[src/design/phfc_pkg.sv]
// ----------------------------------------------------------------------------
// Heartbeat framer package
// Frame layout, byte codes and the CRC16-CCITT byte update shared by the
// heartbeat framer.
// ----------------------------------------------------------------------------
package phfc_pkg;

   typedef logic [4:0]  frame_idx_type;
   typedef logic [7:0]  byte_type;
   typedef logic [15:0] crc_type;

   localparam byte_type SYNC_BYTE    = 8'hAA;
   localparam byte_type FAMILY_BYTE  = 8'h58;
   localparam byte_type VERSION_BYTE = 8'h01;
   localparam byte_type PING_BYTE    = 8'h01;
   localparam byte_type ZERO_BYTE    = 8'h00;

   localparam crc_type    CRC_POLY  = 16'h1021;
   localparam crc_type    CRC_INIT  = 16'hFFFF;
   localparam logic [31:0] US_PER_MS = 32'd1000;
   localparam logic [15:0] PERIOD_RESET = 16'd1000;

   localparam frame_idx_type POS_SYNC     = 5'd0;
   localparam frame_idx_type POS_FAMILY   = 5'd1;
   localparam frame_idx_type POS_VERSION  = 5'd2;
   localparam frame_idx_type POS_PING     = 5'd3;
   localparam frame_idx_type POS_RSV0     = 5'd4;
   localparam frame_idx_type POS_RSV1     = 5'd5;
   localparam frame_idx_type POS_SEQ0     = 5'd6;
   localparam frame_idx_type POS_SEQ1     = 5'd7;
   localparam frame_idx_type POS_SEQ2     = 5'd8;
   localparam frame_idx_type POS_SEQ3     = 5'd9;
   localparam frame_idx_type POS_RSV2     = 5'd10;
   localparam frame_idx_type POS_RSV3     = 5'd11;
   localparam frame_idx_type POS_TS0      = 5'd12;
   localparam frame_idx_type POS_TS1      = 5'd13;
   localparam frame_idx_type POS_TS2      = 5'd14;
   localparam frame_idx_type POS_TS3      = 5'd15;
   localparam frame_idx_type POS_CRC_LO   = 5'd16;
   localparam frame_idx_type POS_CRC_HI   = 5'd17;
   localparam frame_idx_type POS_TRL_FAM  = 5'd18;
   localparam frame_idx_type POS_TRL_SYNC = 5'd19;

   function automatic crc_type crc_byte(input crc_type crc_in, input byte_type data);
      crc_type c;
      c = crc_in ^ {data, 8'h00};
      for (int b = 0; b < 8; b++) begin
         if (c[15]) begin
            c = {c[14:0], 1'b0} ^ CRC_POLY;
         end else begin
            c = {c[14:0], 1'b0};
         end
      end
      return c;
   endfunction

endpackage

[src/design/periodic_heartbeat_framer_crc16.sv]
// ----------------------------------------------------------------------------
// Periodic heartbeat framer with CRC16-CCITT
// Turns millisecond ticks into 20-byte heartbeat frames sent one byte a word.
// ----------------------------------------------------------------------------
// The req channel takes one tick word: tdata carries the millisecond count and
// tuser says whether the sink takes a frame. The csr channel writes the
// period in milliseconds and is always ready.
// A tick is captured in an input register and judged there against the
// stored tick. When the period has elapsed the tick is stored, and if the
// sink accepts, a frame is loaded into the serializer; the first byte shows
// on rsp once the serializer registers have taken the frame.
// The rsp channel then moves one frame byte a word, twenty words a frame,
// with tlast on the final byte. The CRC is built one byte a word as bytes
// one to fifteen leave. Ticks that send nothing pass at one word a cycle
// unless a frame tick waits ahead; a tick that sends a frame waits while
// the previous frame goes out, so it sustains one frame per twenty rsp words.
// When rsp stalls, the current byte holds and req backs up once a frame
// waits in the input register. Reset empties both stages, clears the stored
// tick and sequence number and sets the period to 1000.
// ----------------------------------------------------------------------------
module periodic_heartbeat_framer_crc16 (
   input  logic        clock,
   input  logic        reset,
   input  logic        req_tvalid,
   output logic        req_tready,
   input  logic [31:0] req_tdata,   // now_ms [31:0]
   input  logic        req_tuser,   // sink_accepts [0]
   output logic        rsp_tvalid,
   input  logic        rsp_tready,
   output logic [7:0]  rsp_tdata,   // frame_byte [7:0]
   output logic        rsp_tlast,
   input  logic        csr_valid,
   output logic        csr_ready,
   input  logic [15:0] csr_data
);

   logic        s1_valid_ff, s1_valid_in;
   logic [31:0] s1_now_ff;
   logic        s1_acc_ff;
   logic [15:0] period_ff;
   logic [31:0] last_tick_ff;
   logic [31:0] seq_num_ff;
   logic        busy_ff, busy_in;
   phfc_pkg::frame_idx_type idx_ff, idx_in;
   logic [31:0] seq_ff;
   logic [31:0] ts_ff;
   phfc_pkg::crc_type crc_ff;

   logic [31:0] elapsed;
   logic        due;
   logic        out_take;
   logic        out_end;
   logic        load_ok;
   logic        s1_go;
   logic        load_frame;
   logic        req_take;
   phfc_pkg::byte_type out_byte;

   assign elapsed    = s1_now_ff - last_tick_ff;
   assign due        = elapsed >= {16'd0, period_ff};
   assign out_take   = busy_ff && rsp_tready;
   assign out_end    = out_take && (idx_ff == phfc_pkg::POS_TRL_SYNC);
   assign load_ok    = !busy_ff || out_end;
   assign s1_go      = s1_valid_ff && (!(due && s1_acc_ff) || load_ok);
   assign load_frame = s1_go && due && s1_acc_ff;
   assign req_tready = !s1_valid_ff || s1_go;
   assign req_take   = req_tvalid && req_tready;
   assign csr_ready  = 1'b1;

   always_comb begin
      s1_valid_in = s1_valid_ff;
      if (req_take) begin
         s1_valid_in = 1'b1;
      end else if (s1_go) begin
         s1_valid_in = 1'b0;
      end
      busy_in = busy_ff;
      idx_in  = idx_ff;
      if (load_frame) begin
         busy_in = 1'b1;
         idx_in  = phfc_pkg::POS_SYNC;
      end else if (out_end) begin
         busy_in = 1'b0;
      end else if (out_take) begin
         idx_in = idx_ff + 5'd1;
      end
   end

   always_ff @(posedge clock) begin
      if (reset) begin
         s1_valid_ff  <= 1'b0;
         busy_ff      <= 1'b0;
         idx_ff       <= phfc_pkg::POS_SYNC;
         period_ff    <= phfc_pkg::PERIOD_RESET;
         last_tick_ff <= 32'd0;
         seq_num_ff   <= 32'd0;
      end else begin
         s1_valid_ff <= s1_valid_in;
         busy_ff     <= busy_in;
         idx_ff      <= idx_in;
         if (csr_valid && csr_ready) begin
            period_ff <= csr_data;
         end
         if (s1_go && due) begin
            last_tick_ff <= s1_now_ff;
         end
         if (load_frame) begin
            seq_num_ff <= seq_num_ff + 32'd1;
         end
      end
   end

   always_ff @(posedge clock) begin
      if (req_take) begin
         s1_now_ff <= req_tdata;
         s1_acc_ff <= req_tuser;
      end
      if (load_frame) begin
         seq_ff <= seq_num_ff;
         ts_ff  <= 32'(s1_now_ff * phfc_pkg::US_PER_MS);
         crc_ff <= phfc_pkg::CRC_INIT;
      end else if (out_take && (idx_ff inside {[phfc_pkg::POS_FAMILY:phfc_pkg::POS_TS3]})) begin
         crc_ff <= phfc_pkg::crc_byte(crc_ff, out_byte);
      end
   end

   always_comb begin
      case (idx_ff)
         phfc_pkg::POS_SYNC:     out_byte = phfc_pkg::SYNC_BYTE;
         phfc_pkg::POS_FAMILY:   out_byte = phfc_pkg::FAMILY_BYTE;
         phfc_pkg::POS_VERSION:  out_byte = phfc_pkg::VERSION_BYTE;
         phfc_pkg::POS_PING:     out_byte = phfc_pkg::PING_BYTE;
         phfc_pkg::POS_SEQ0:     out_byte = seq_ff[7:0];
         phfc_pkg::POS_SEQ1:     out_byte = seq_ff[15:8];
         phfc_pkg::POS_SEQ2:     out_byte = seq_ff[23:16];
         phfc_pkg::POS_SEQ3:     out_byte = seq_ff[31:24];
         phfc_pkg::POS_TS0:      out_byte = ts_ff[7:0];
         phfc_pkg::POS_TS1:      out_byte = ts_ff[15:8];
         phfc_pkg::POS_TS2:      out_byte = ts_ff[23:16];
         phfc_pkg::POS_TS3:      out_byte = ts_ff[31:24];
         phfc_pkg::POS_CRC_LO:   out_byte = crc_ff[7:0];
         phfc_pkg::POS_CRC_HI:   out_byte = crc_ff[15:8];
         phfc_pkg::POS_TRL_FAM:  out_byte = phfc_pkg::FAMILY_BYTE;
         phfc_pkg::POS_TRL_SYNC: out_byte = phfc_pkg::SYNC_BYTE;
         default:                out_byte = phfc_pkg::ZERO_BYTE;
      endcase
   end

   assign rsp_tvalid = busy_ff;
   assign rsp_tdata  = out_byte;
   assign rsp_tlast  = idx_ff == phfc_pkg::POS_TRL_SYNC;

   a_idx_range: assert property (@(posedge clock) disable iff (reset)
      idx_ff <= phfc_pkg::POS_TRL_SYNC)
      else $error("frame byte index out of range");

   a_load_start: assert property (@(posedge clock) disable iff (reset)
      load_frame |=> (busy_ff && idx_ff == phfc_pkg::POS_SYNC))
      else $error("frame load did not restart the serializer");

   a_seq_step: assert property (@(posedge clock) disable iff (reset)
      load_frame |=> (seq_num_ff == 32'($past(seq_num_ff) + 32'd1)))
      else $error("sequence number did not advance on a sent frame");

   a_ts_load: assert property (@(posedge clock) disable iff (reset)
      load_frame |=> (ts_ff == 32'($past(s1_now_ff) * phfc_pkg::US_PER_MS)))
      else $error("timestamp not loaded with the tick in microseconds");

endmodule

[config.mk]
export PLATFORM = sky130hd
export DESIGN_NAME = periodic_heartbeat_framer_crc16
export DESIGN_NICKNAME = d
export VERILOG_FILES = /design/src/design/phfc_pkg.sv /design/src/design/periodic_heartbeat_framer_crc16.sv
export SDC_FILE = /design/constraint.sdc
export NUM_CORES = 1
export LEC_CHECK = 0
export ABC_CLOCK_PERIOD_IN_PS = 10000
export BUFFER_PORTS_ARGS = -buffer_cell sky130_fd_sc_hd__buf_2
export CORE_UTILIZATION = 50
export DETAILED_ROUTE_END_ITERATION = 10
export GPL_TIMING_DRIVEN = 0
export PLACE_DENSITY = 0.67
export RECOVER_POWER = 100
export REMOVE_ABC_BUFFERS = 1
export SETUP_SLACK_MARGIN = 0.2
export SLEW_MARGIN = 20
export SYNTH_ARGS = -nofsm -noshare
export SYNTH_HDL_FRONTEND = slang
export SYNTH_SLANG_ARGS = --single-unit
[constraint.sdc]
create_clock -name clock -period 10 [get_ports clock]
set_input_delay 2 -clock clock [delete_from_list [all_inputs] [get_ports clock]]
set_output_delay 2 -clock clock [all_outputs]
set_load 0.05 [all_outputs]
==> results.md <==
- Post-synth EDFFs: 94
- Vias per cell: 5.66
- CTS tree: done
- Worst-path clk slew: 90 ps
- Initial DRC Count: 768
- Endpoints failing setup: 0
- RD Place Congestion: 0.917
- Worst r2r src: s1_now_ff[1]
- Overall power: 0.00318 W
- Crit-path cells: ha_1, nor2b_1, o31a_1, o21a_2, o21ai_0, nand2_1, a31oi_1, xnor2_1, ha_1, nand2_1, o22ai_1, a2111oi_0, nand4_1, a2111oi_0, nor4b_1, o2111ai_4, nor2_1, nor3b_1, inv_1, clkbuf_1
- Post-synthesis async set-or-reset flop share: 0%
- Critical path class: flip-flop to output pin
- Post-layout nets: 1658
- Pin count of the biggest net entering global routing: 69
- Core ar.: 0.0272 mm^2
- Fin crit period: 8630 ps
- Worst-path maximum fanout: 7
- Most numerous cell in the Yosys netlist: inv_1
- Worst vdd ir: 0.182 mV
- Syn. warnings: 0
- Tcrit/Tclk final: 86.3%
- Final Skew: 16.1 ps
- DR vias: 10100
- Max Clk Rate: 116 MHz
- Cell depth of the worst setup path: 20
- Row count: 60
- Antenna violations before repair: 0
- # hold bufs at CTS: 0
- Max Buffers Root-to-Sink: 2
- Worst-Skew Late Latency: 450 ps
- # port buffers: 64
- Die Ht: 169 um
- CP endpoint kind: output pin
- Synth Instances: 1370
- Initial core utilization: 51.4%
- Post-CTS setup repair buffer count: 0
- Slew at the pin closest to its max-slew limit: 2690 ps
- Slew Viols, Final: 129
- Sequential-to-total area share from yosys stat: 35.0%
- Commonest cells post-synth: inv_1 (139), ha_1 (109), dfxtp_1 (103)
- Clock Root Buffer: clkbuf_16
- Slowest Stage Delay on Critical Path: 560 ps
- Placed Cells: 1756
- Hold crit path type: flip-flop to flip-flop
- Total I/O pin count: 66
- Synth Cell Area: 0.0140 mm^2
- RSZ-0062 raised after global routing: no
- Post-layout util: 55.6%
- Die area: 0.0286 mm^2
- Worst slew margin: -79.3%
- Crit path launch: s1_now_ff[1]
- WP buf/inv: 2
- Wirelength per Cell: 16.7 um
- CTS sink count: 197
- Synth Register Bits: 197
- Final ANT Viol Nets: 0
- Status: finished, violations left
- Reg-to-Reg End: last_tick_ff[12]
- Final HPWL DP: 22.9 mm
- Slowest-stage cell, CP: edfxtp_1
- Setup TNS: 0 ps
- Post-cts resize count: 0
- Die width: 169 um
- Critical Path RT: 8000 ps
- Final wirelength: 29.8 mm
- Most area-hungry cell type in the Yosys netlist: edfxtp_1
- Total GRT Usage: 22.2%
- Share of layout cells above drive strength 1: 7.84%
- Pleak: 6.17 nW
- First-pass GRT wire length: 50.2 mm
- Syn-to-layout area delta: 8.22%
- R2R cell count: 21
- Flop-to-flop setup slack: 1510 ps
- Syn_area_per_cell: 10.2 um^2
- Worst hold slack: 453 ps
- TritonRoute pass-1 iters: 5
- Power Dens Cells: 210 mW/mm^2
- Post-synth top area share: 20.2%
- Failing checks: capacitance limit, slew limit
- # H-tree levels: 4
- Final hold vios: 0
- Type of origin of the critical path: flip-flop
- DRC: 0
- Worst path top cell family by delay: compound AO/OA/AOI/OAI gates
- Distinct cell type count after synthesis: 86
- Number of global-route vias before repair: 10000
- CTS Buf Count: 17
- CP endpoint: req_tready
- Grt total ovfl: 0
- Number of max-cap violations: 2
- Ys flop type: dfxtp_1
- CP arrival: 6630 ps
- Final std cells w/o fill: 1788
- Diodes inserted: 0
- Synth area leaders: edfxtp_1 (20%), dfxtp_1 (15%), fa_1 (13%)
[logic make-up (layout without fill, tap and decap cells)]
kind of cell,count (synthesis),in the layout,synth area share (%)
xor+xnor,77,77,4.92
mux,57,57,4.20
fa+ha+maj,201,201,22.9
simple gates,351,351,12.5
other cells,1,1,0.0268
buf+inv,196,242,5.72
compound gates,290,290,14.8
flops,197,197,35.0
[sequential cells by signal (all words and copies together) (netlist names)]
signal        cells
s1_acc_ff         1
crc_ff           16
ts_ff            29
rsp_tvalid        1
seq_num_ff       32
idx_ff            5
period_ff        16
s1_valid_ff       1
seq_ff           32
s1_now_ff        32
last_tick_ff     32
[where the power goes]
group          total, W  switching (W)  internal (W)
clock          0.000740       0.000367      0.000373
sequential      0.00104      0.0000506      0.000990
combinational   0.00140       0.000755      0.000646
[worst min path at each step]
stage                   startpoint          to  slack (ps)  cells after the start
detailed placement  seq_num_ff[31]  seq_ff[31]         430                      0
global route        seq_num_ff[31]  seq_ff[31]         490                      0
floorplan           seq_num_ff[31]  seq_ff[31]         420                      0
CTS                 seq_num_ff[31]  seq_ff[31]         450                      0
finish              seq_num_ff[31]  seq_ff[31]         450                      0
global placement    seq_num_ff[31]  seq_ff[31]         430                      0
[cell usage in the layout (no fill, tap or decap), types with 5 or more instances in the layout]
cell	synthesis	layout
o31ai_1	25	25
a21oi_1	82	82
and2_1	9	9
o21ai_0	21	23
clkbuf_1	37	17
clkbuf_16	0	17
or3_1	9	9
xor2_1	25	25
a22oi_1	14	14
mux2i_1	47	47
a222oi_1	6	6
a211oi_1	5	6
o211ai_1	28	28
dfxtp_1	103	103
nand4_1	19	19
nor4_1	7	7
nor2b_1	12	12
buf_2	6	52
ha_1	109	109
a21o_1	25	25
xnor2_1	51	51
o21bai_1	7	7
nor2_1	91	92
fa_1	92	92
mux2_2	9	9
or4_1	22	22
nand3_1	33	33
a221oi_1	8	8
edfxtp_1	94	94
clkinv_8	0	6
and3_1	16	16
o21a_1	12	12
a31oi_1	10	10
nand2_1	92	92
inv_1	139	140
nor3_1	17	17
and4_1	5	5
[through the flow]
step,area (um^2),setup WS (ps)
floorplan,13700,3700
global route,15100,788
finish,15100,1370
detailed placement,14700,2560
global placement,14500,2120
CTS,15300,1990
[routing by layer]
metal  track usage, %  part of all wire [%]
met2             36.2                    46
met3             4.01                   4.7
met5                0                     0
met1             30.3                    47
met4             6.42                   2.0
[layout make-up]
cell class / count / area, um^2
well taps: 372 / 465
clock buffers: 18 / 439
fillers: 2417 / 12100
inverters: 140 / 526
multi-input cells: 977 / 8270
clock inverters: 14 / 201
repair buffers: 70 / 335
flip-flops and latches: 197 / 4880
(Power assumes the default switching activity.)
